### src/rtl/assert_macros.svh
// Assertion macros used by bfloat16_add_sub_unit.
// The macro samples on clk_i and is disabled while rst_ni is low.
`ifndef ASSERT_MACROS_SVH
`define ASSERT_MACROS_SVH

// Concurrent assertion with a label, a property and a message.
`define BF_ASSERT(label, prop, msg) \
  label: assert property (@(posedge clk_i) disable iff (!rst_ni) (prop)) \
    else $error(msg);

`endif

### src/rtl/bf16as_pkg.sv
// Package for the bfloat16 add/subtract unit: widths and stage record types.
// No dependencies.
`default_nettype none
package bf16as_pkg;

  localparam int unsigned WordW = 16;
  localparam int unsigned ExpW  = 8;
  localparam int unsigned ManW  = 7;

  typedef enum logic {
    CMD_ADD = 1'b0,
    CMD_SUB = 1'b1
  } cmd_e;

  typedef struct packed {
    logic               zero;
    logic [ExpW-1:0]    exp;
    logic signed [ManW+1:0] xv;
    logic signed [ManW+1:0] yv;
  } align_t;

  typedef struct packed {
    logic            zero;
    logic            sign;
    logic [ExpW-1:0] exp;
    logic [ManW+1:0] mag;
  } sum_t;

endpackage
`default_nettype wire

### src/rtl/bfloat16_add_sub_unit.sv
// Top level of the truncating bfloat16 add/subtract unit, three register stages.
// Depends on bf16as_pkg, bf16as_align, bf16as_add, bf16as_norm, assert_macros.svh.
//
//   channel | handshake              | payload
//   input   | in_valid_i/in_ready_o  | cmd_i, operand_a_i, operand_b_i
//   output  | out_valid_o/out_ready_i| sum_bits_o
//
// One item enters per cycle while in_ready_o is high. An accepted item moves
// through align_q, sum_q and res_q; out_valid_o is high while it sits in
// res_q. The pipeline advances as a whole whenever the output register is
// empty or being taken, so a stall on the output freezes every stage.
// Reset clears only the stage valid bits.
`default_nettype none
`include "assert_macros.svh"
module bfloat16_add_sub_unit (
  input  wire logic        clk_i,
  input  wire logic        rst_ni,
  input  wire logic        in_valid_i,
  output logic             in_ready_o,
  input  wire logic        cmd_i,
  input  wire logic [15:0] operand_a_i,
  input  wire logic [15:0] operand_b_i,
  output logic             out_valid_o,
  input  wire logic        out_ready_i,
  output logic [15:0]      sum_bits_o
);

  bf16as_pkg::align_t align_d, align_q;
  bf16as_pkg::sum_t   sum_d, sum_q;
  logic [15:0]        res_d, res_q;
  logic               v1_q, v2_q, v3_q;
  logic               adv;

  assign adv        = !v3_q || out_ready_i;
  assign in_ready_o = adv;

  bf16as_align u_align (
    .cmd_i       (cmd_i),
    .operand_a_i (operand_a_i),
    .operand_b_i (operand_b_i),
    .align_o     (align_d)
  );

  bf16as_add u_add (
    .align_i (align_q),
    .sum_o   (sum_d)
  );

  bf16as_norm u_norm (
    .sum_i      (sum_q),
    .sum_bits_o (res_d)
  );

  always_ff @(posedge clk_i or negedge rst_ni) begin
    if (!rst_ni) begin
      v1_q <= 1'b0;
      v2_q <= 1'b0;
      v3_q <= 1'b0;
    end else if (adv) begin
      v1_q <= in_valid_i;
      v2_q <= v1_q;
      v3_q <= v2_q;
    end
  end

  always_ff @(posedge clk_i) begin
    if (adv) begin
      align_q <= align_d;
      sum_q   <= sum_d;
      res_q   <= res_d;
    end
  end

  assign out_valid_o = v3_q;
  assign sum_bits_o  = res_q;

  `BF_ASSERT(a_s1_moves, v1_q && adv |=> v2_q, "stage one item lost")
  `BF_ASSERT(a_s2_moves, v2_q && adv |=> v3_q, "stage two item lost")
  `BF_ASSERT(a_freeze, !adv |=> (v1_q == $past(v1_q)) && (v2_q == $past(v2_q)),
             "pipeline moved while stalled")

endmodule
`default_nettype wire

### src/rtl/bf16as_align.sv
// Operand preparation and exponent alignment for the bfloat16 add/subtract unit.
// Depends on bf16as_pkg.
`default_nettype none
module bf16as_align (
  input  wire logic                          cmd_i,
  input  wire logic [bf16as_pkg::WordW-1:0]  operand_a_i,
  input  wire logic [bf16as_pkg::WordW-1:0]  operand_b_i,
  output bf16as_pkg::align_t                 align_o
);

  logic [bf16as_pkg::WordW-1:0] neg_b, y, neg_y;
  logic [bf16as_pkg::ExpW-1:0]  xe, ye, diff;
  logic signed [bf16as_pkg::ManW+1:0] xs, ys;
  logic [3:0] sh;

  always_comb begin
    neg_b = (operand_b_i == '0) ? '0 : (operand_b_i ^ 16'h8000);
    y     = (bf16as_pkg::cmd_e'(cmd_i) == bf16as_pkg::CMD_SUB) ? neg_b : operand_b_i;
    neg_y = (y == '0) ? '0 : (y ^ 16'h8000);

    xs = operand_a_i[15] ? -$signed({2'b01, operand_a_i[6:0]})
                         : $signed({2'b01, operand_a_i[6:0]});
    ys = y[15] ? -$signed({2'b01, y[6:0]}) : $signed({2'b01, y[6:0]});

    xe = operand_a_i[14:7];
    ye = y[14:7];
    diff = (xe > ye) ? (xe - ye) : (ye - xe);
    sh = (|diff[7:4]) ? 4'hF : diff[3:0];

    align_o.zero = ((bf16as_pkg::cmd_e'(cmd_i) == bf16as_pkg::CMD_SUB) &&
                    (operand_a_i == operand_b_i)) ||
                   ((operand_a_i == '0) && (y == '0)) ||
                   (operand_a_i == neg_y);
    if (xe > ye) begin
      align_o.exp = xe;
      align_o.xv  = xs;
      align_o.yv  = ys >>> sh;
    end else begin
      align_o.exp = ye;
      align_o.xv  = xs >>> sh;
      align_o.yv  = ys;
    end
  end

endmodule
`default_nettype wire

### src/rtl/bf16as_add.sv
// Significand addition and sign/magnitude conversion.
// Depends on bf16as_pkg.
`default_nettype none
module bf16as_add (
  input  wire bf16as_pkg::align_t align_i,
  output bf16as_pkg::sum_t        sum_o
);

  logic signed [bf16as_pkg::ManW+2:0] total;
  logic [bf16as_pkg::ManW+2:0]        mag;

  always_comb begin
    total = {align_i.xv[bf16as_pkg::ManW+1], align_i.xv} +
            {align_i.yv[bf16as_pkg::ManW+1], align_i.yv};
    mag   = total[bf16as_pkg::ManW+2] ? (~total + 1'b1) : total;
    sum_o.zero = align_i.zero;
    sum_o.sign = total[bf16as_pkg::ManW+2];
    sum_o.exp  = align_i.exp;
    sum_o.mag  = mag[bf16as_pkg::ManW+1:0];
  end

endmodule
`default_nettype wire

### src/rtl/bf16as_norm.sv
// Leading-one normalization and result packing, truncating.
// Depends on bf16as_pkg.
`default_nettype none
module bf16as_norm (
  input  wire bf16as_pkg::sum_t             sum_i,
  output logic [bf16as_pkg::WordW-1:0]      sum_bits_o
);

  logic [3:0]                    lsh;
  logic [bf16as_pkg::ManW:0]     shifted;
  logic [bf16as_pkg::ExpW:0]     e9;

  always_comb begin
    lsh = 4'd8;
    for (int i = 0; i < 8; i++) begin
      if (sum_i.mag[i]) begin
        lsh = 4'(7 - i);
      end
    end
    if (sum_i.mag[8]) begin
      shifted = sum_i.mag[8:1];
      e9      = {1'b0, sum_i.exp} + 9'd1;
    end else begin
      shifted = sum_i.mag[7:0] << lsh;
      e9      = {1'b0, sum_i.exp} - {5'b0, lsh};
    end
    if (sum_i.zero) begin
      sum_bits_o = '0;
    end else begin
      sum_bits_o = {sum_i.sign, 15'b0} + {e9, shifted[bf16as_pkg::ManW-1:0]};
    end
  end

endmodule
`default_nettype wire

### config.mk
export PLATFORM = sky130hd
export DESIGN_NAME = bfloat16_add_sub_unit
export DESIGN_NICKNAME = d
export VERILOG_FILES = /design/src/rtl/bf16as_pkg.sv /design/src/rtl/bfloat16_add_sub_unit.sv /design/src/rtl/bf16as_align.sv /design/src/rtl/bf16as_add.sv /design/src/rtl/bf16as_norm.sv
export VERILOG_INCLUDE_DIRS = /design/src /design/src/rtl
export SDC_FILE = /design/constraint.sdc
export NUM_CORES = 1
export LEC_CHECK = 0
export ABC_AREA = 1
export BUFFER_PORTS_ARGS = -buffer_cell sky130_fd_sc_hd__buf_2
export CORE_MARGIN = 2
export CORE_UTILIZATION = 50
export DETAILED_ROUTE_END_ITERATION = 7
export PLACE_DENSITY = 0.69
export SLEW_MARGIN = 5
export SYNTH_ARGS = -nofsm -noshare
export SYNTH_HDL_FRONTEND = slang
export SYNTH_SLANG_ARGS = --single-unit
export TNS_END_PERCENT = 10
### constraint.sdc
create_clock -name clk_i -period 6.65 [get_ports clk_i]
set_clock_uncertainty 0.05 [all_clocks]
set_input_delay 0.3325 -clock clk_i [delete_from_list [all_inputs] [get_ports clk_i]]
set_output_delay 0.3325 -clock clk_i [all_outputs]
set_load 0.05 [all_outputs]
## Yosys cells after proc, flatten, opt, wreduce, memory -nomap -nowiden

Cells that the tools add are included.
Widths: inputs -> output; s select.

| operators by class | value |
|---|---|
| $add $sub $neg | 9 |
| multipliers | 0 |
| divide/modulo/power cells | 0 |
| $lt $le $gt $ge | 1 |
| eq/ne operators | 2 |
| shift-type cells | 3 |
| mux-type cells | 19 |
| bitwise gates (word level) | 3 |
| reduce and logical (&&, ||, !) cells | 10 |

Operator list:

| cell | count |
|---|---|
| $logic_not 16->1 | 3 |
| $mux 16 | 3 |
| $mux 4 | 9 |
| $mux 9 | 4 |
| $eq 16x16->1 | 2 |
| $mux 26 | 1 |
| $neg 8->9 | 2 |
| $sshr 9x4->9 | 2 |
| $add 16x16->16 | 1 |
| $sub 8x8->8 | 2 |
| $add 9x9->10 | 1 |
| $add 8x1->9 const B | 1 |
| $add 9x1->9 const B | 1 |
| $not 9->9 | 1 |
| $sub 8x4->9 | 1 |
| $gt 8x8->1 | 1 |
| $mux 8 | 1 |
| $shl 8x4->7 | 1 |
| $mux 7 | 1 |
| $reduce_or 4->1 | 1 |
| $logic_or 1x1->1 | 3 |
| $logic_and 1x1->1 | 2 |
| $not 1->1 | 2 |
| $logic_not 1->1 | 1 |

| word-level totals | value |
|---|---|
| flip-flop bits (word level) | 65 |
| latch bits | 0 |
| bits in writable memories | 0 |
| memory bits (read-only) | 0 |
| output and inout port bits | 18 |
| word-level logic and storage cells | 59 |
| memories | 0 |

## Depth between registers and ports, before layout

| logic depth | value |
|---|---|
| depth in word-level cells | 11 |
| mapped depth | 23 |
| mapped depth without buffers | 22 |

## Hierarchy

A second synthesis with hierarchy kept.

| second synthesis, totals | value |
|---|---|
| cells, all modules | 898 |
| area total of the unflattened synthesis | 6271.0 um^2 |

By module, submodules not included:

| module | instances | cells each | area each (um^2) | seq. area each (um^2) |
|---|---|---|---|---|
| bf16as_align | 1 | 520 | 2607.5 | 0.0 |
| bfloat16_add_sub_unit | 1 | 75 | 1979.4 | 1936.9 |
| bf16as_norm | 1 | 155 | 875.8 | 0.0 |
| bf16as_add | 1 | 148 | 808.3 | 0.0 |

## Least setup slack after synthesis

Ideal clock, no wire load.

| timing | value |
|---|---|
| path type | register to register |
| start | reg sum_q[2] (netlist name) |
| end | reg res_q[14] (netlist: sum_bits_o[14]), data pin |
| setup time | 0.259 ns |
| data arrival time | 3.013 ns |
| data required time | 6.341 ns |
| setup slack | 3.328 ns |
| stages on the path, launching flop included | 21 |
| buffers on the path | 0 |
| clock period less this slack | 3.322 ns |
| cell sequence | edfxtp_1 a211oi_1 nor3_1 nor3_1 inv_1 ha_1 nand2_1 inv_1 ha_1 a21oi_1 nor2_1 nor2_1 nor2_1 nor2_1 inv_1 a21oi_1 nor2_1 nor2_1 o21bai_1 o21ai_0 a21oi_1 |

| on the way | value |
|---|---|
| word-level cells in the longest chain between the ends | 9 |
| elaborated cells on any way between the ends | 11 |

Ends and longest elaborated chain:

| item | RTL line | RTL |
|---|---|---|
| from (decl) | bfloat16_add_sub_unit.sv:29 | `bf16as_pkg::sum_t sum_d, sum_q;` |
| from (signal assigned) | bfloat16_add_sub_unit.sv:69 | `sum_q <= sum_d;` |
| $mux 4 (6 in series) | bf16as_norm.sv:16 | `if (sum_i.mag[i]) begin` |
| $sub 8x4->9 / $shl 8x4->7 (equally long branches) | bf16as_norm.sv:25, bf16as_norm.sv:24 |  |
| $mux 9 / $mux 7 (equally long branches) | bf16as_norm.sv:20 | `if (sum_i.mag[8]) begin` |
| $add 16x16->16 * | bf16as_norm.sv:30 | `sum_bits_o = {sum_i.sign, 15'b0} + {e9, shifted[bf16as_pkg::ManW-1:0]};` |
| to (signal assigned) | bfloat16_add_sub_unit.sv:70 | `res_q <= res_d;` |
| to (decl) | bfloat16_add_sub_unit.sv:30 | `logic [15:0] res_d, res_q;` |

Mark *: on every way between the ends. The rest lies on a longest branch, timed or not.
A chain may end at the register's enable or synchronous reset.

## Worst setup path after layout

Same ends and word-level chain as after synthesis.

==> flow_summary.yaml <==
run_status:
  status: "finished clean"
finish:
  seq_area_mm2: 0.00194
  area_delta_synth_final_pct: 10.4
  multiInputGateArea_mm2: 0.00325
  fill_cells: 1068
  antenna_cells: 0
  drive_gt1_share_pct: 12.9
  nets: 912
  final_core_util_pct: 56.5
  fin_cells: 987
synthesis:
  syn_area_mm2: 0.00582
  synth-xor-area-share_pct: 4.21
  syn_area_per_cell_um2: 7.28
  yosys_warnings: 0
  synth-simple-area-share_pct: 31.9
  synthCells: 799
  yosysUniqueCellTypes: 48
  synth_compound_area_share_pct: 11.3
  async_flop_share_pct: 4.62
  synth_fp_nets: 872
  synth_ff_type: "edfxtp_1"
  synthMuxAreaShare_pct: 0.193
  synthAdderAreaFrac_pct: 8.13
  yosysSeqAreaShare_pct: 33.3
  ys_ff_latch: 65
  synth_top_family_by_area: "simple AND/OR/NAND/NOR gates"
  synth-edff-count: 62
power_and_ir_drop:
  leakage_uw: 0.00313
  vdd_drop_max_mv: 0.379
  p_per_area_mw_per_mm2: 379
clocking:
  ctsResizeCount: 0
  cts_tree: "yes"
  cts_buffer_depth: 2
  cts_setup_buffers: 0
  clk_root_buffer_cell: "clkbuf_16"
  htree_levels: 3
  numCtsBuffers: 9
  path_clk_slew_ns: 0.05
  postCtsHoldBufs: 1
  cts_sinks: 65
  clk_latency_ns: 0.32
place:
  dp_slack_ns: 2.40
  hpwl_um: 11800
  port_buffers: 54
  dp.cells: 970
  gp_congestion: 0.961
die:
  initial_core_util_pct: 51.2
  fp.coreArea_mm2: 0.0114
  die_h_um: 112
  io_pins: 55
  die_width_um: 112
  die-area_mm2: 0.0125
  rows: 39
sta:
  holdWs_ns: 0.194
  finalHoldViolations: 0
  rsz0062_at_grt: "false"
  setup_viol: 0
  finalCritPeriodShare_pct: 60.4
  clock.fmax_mhz: 249
  finalWorstSetupSlack_ns: 2.63
  max_slew.worst_pin.slew_ns: 0.937
  tns_ns: 0
  finalMaxSlewViolations: 0
  fin_crit_ns: 4.02
  maxSlewHeadroom_pct: 37.4
drt:
  firstDrtPassIters: 5
  drtAntennaViolNets: 0
  vias: 5574
  first_iter_violations: 468
  drt_wl_total_um: 15000
  drc: 0
  wire_per_inst_um: 15.2
  vias_per_cell: 5.65
setup_path:
  endpoint_kind: "flip-flop"
  critPathMaxFanout: 8
  required_ns: 6.67
  critPathKind: "flip-flop to flip-flop"
  critPathArrivalTime_ns: 4.04
  cp-start-kind: "flip-flop"
global_route:
  grt_max_degree: 68
  first_global_vias: 5255
  overflow: 0
  grtUsageTotal_pct: 24.4
  antenna_found_initial: 0
  grt_pass1_wl_um: 24800
job:
  maxCapViolCount: 0
hold_path:
  hold_class: "input pin to flip-flop"
==> through the flow <==
step	cell area [um^2]	power [uW]
floorplan	5820	1700
global placement	6120	1930
detailed placement	6120	1970
CTS	6420	2440
global route	6420	2620
finish	6420	2440
==> Yosys cell counts (2+ instances only) <==
cell,count,area [um^2]
dfrtp_1,3,75.1
ha_1,33,413
o21bai_1,4,30.0
inv_2,3,11.3
a22oi_1,4,30.0
nand3_1,95,475
o22ai_1,8,50.1
inv_1,120,450
nand3b_1,2,15.0
o31ai_1,2,15.0
nor2_1,39,146
a21oi_1,35,175
nor3_1,14,70.1
or2_2,6,37.5
clkbuf_1,14,52.6
o21ai_0,48,240
nand3_2,12,120
edfxtp_1,62,1860
buf_2,7,35.0
nand4_1,13,81.3
nand2_2,6,37.5
fa_1,3,60.1
nor2_4,2,22.5
buf_6,3,33.8
xor2_1,22,193
xnor2_1,6,52.6
nor4_1,10,62.6
o221ai_1,4,35.0
o211ai_1,2,15.0
nand2_1,197,739
nand2_4,3,33.8
==> state kept, by name, summed over array words and instances (netlist names) <==
register / count
sum_bits_o: 16
align_q: 27
sum_q: 19
v2_q: 1
v1_q: 1
out_valid_o: 1
==> logic make-up (layout without fill, tap and decap cells) <==
kind of cell	after synthesis	in the layout
buf+inv	153	198
mux	1	1
flops	65	65
compound gates	115	115
xor+xnor	28	28
simple gates	401	401
fa+ha+maj	36	36
==> metal layers <==
| metal | vias to the layer above | part of all wire [%] | track usage (%) |
|---|---|---|---|
| met4 | 0 | 3.4 | 9.71 |
| met3 | 33 | 5.6 | 3.27 |
| met1 | 2542 | 41 | 30.2 |
| met5 | - | 0 | 0 |
| met2 | 238 | 50 | 42.9 |
| li1 | 2761 | - | - |
==> layout make-up <==
cell class	instances	area share, %
clock buffer	11	3.78
clock inverter	5	0.857
inverter	126	7.42
multi-input combinational	581	50.5
sequential	65	30.2
tap	143	2.79
timing repair buffer	56	4.48
==> cell usage in the layout, fill, tap and decap left out, types with 3 or more instances in the layout <==
| master | n |
|---|---|
| nand2_2 | 7 |
| o21bai_1 | 4 |
| nor4_1 | 10 |
| o221ai_1 | 4 |
| xor2_1 | 22 |
| o21ai_0 | 48 |
| ha_1 | 33 |
| a22oi_1 | 4 |
| buf_2 | 54 |
| clkinv_2 | 3 |
| inv_1 | 120 |
| nand3_1 | 95 |
| nand3_2 | 12 |
| xnor2_1 | 6 |
| nor3_1 | 14 |
| nand4_1 | 13 |
| inv_2 | 3 |
| nand2_1 | 196 |
| o22ai_1 | 8 |
| nand2_4 | 3 |
| fa_1 | 3 |
| clkbuf_16 | 9 |
| a21oi_1 | 35 |
| dfrtp_1 | 3 |
| edfxtp_1 | 62 |
| nor2_1 | 39 |
| or2_2 | 6 |
==> critical path: stages (launching register included) <==
cell      delay (ns)
edfxtp_1        0.46
a211oi_1        0.26
nor3_1          0.07
nor3_1          0.55
inv_1           0.30
ha_1            0.31
xor2_1          0.17
nor2_1          0.14
ha_1            0.25
inv_1           0.11
nor2_1          0.07
nor2_1          0.11
nor2_1          0.08
nor2_1          0.11
inv_1           0.06
a21oi_1         0.20
nor2_1          0.07
nor2_1          0.11
o21bai_1        0.08
o21ai_0         0.16
a21oi_1         0.07
==> worst paths after layout <==
path | from | slack, ns | endpoint | depth (start not counted)
max | sum_q[2] | 2.63 | sum_bits_o[14] | 20
min | in_valid_i | 0.19 | v1_q | 2
max reg2reg | sum_q[2] | 2.63 | sum_bits_o[14] | 20
min reg2reg | align_q[18] | 0.37 | sum_q[9] | 0
max in group asynchronous | rst_ni | 6.16 | v2_q | 2
min in group asynchronous | rst_ni | 0.28 | v1_q | 2
==> power by group <==
part	internal, uW	switching [uW]	total, uW
Clock	298	159	458
Combinational	389	851	1240
Sequential	658	79.9	738
Total	1350	1090	2440
Power figures use the tool's default switching activity.
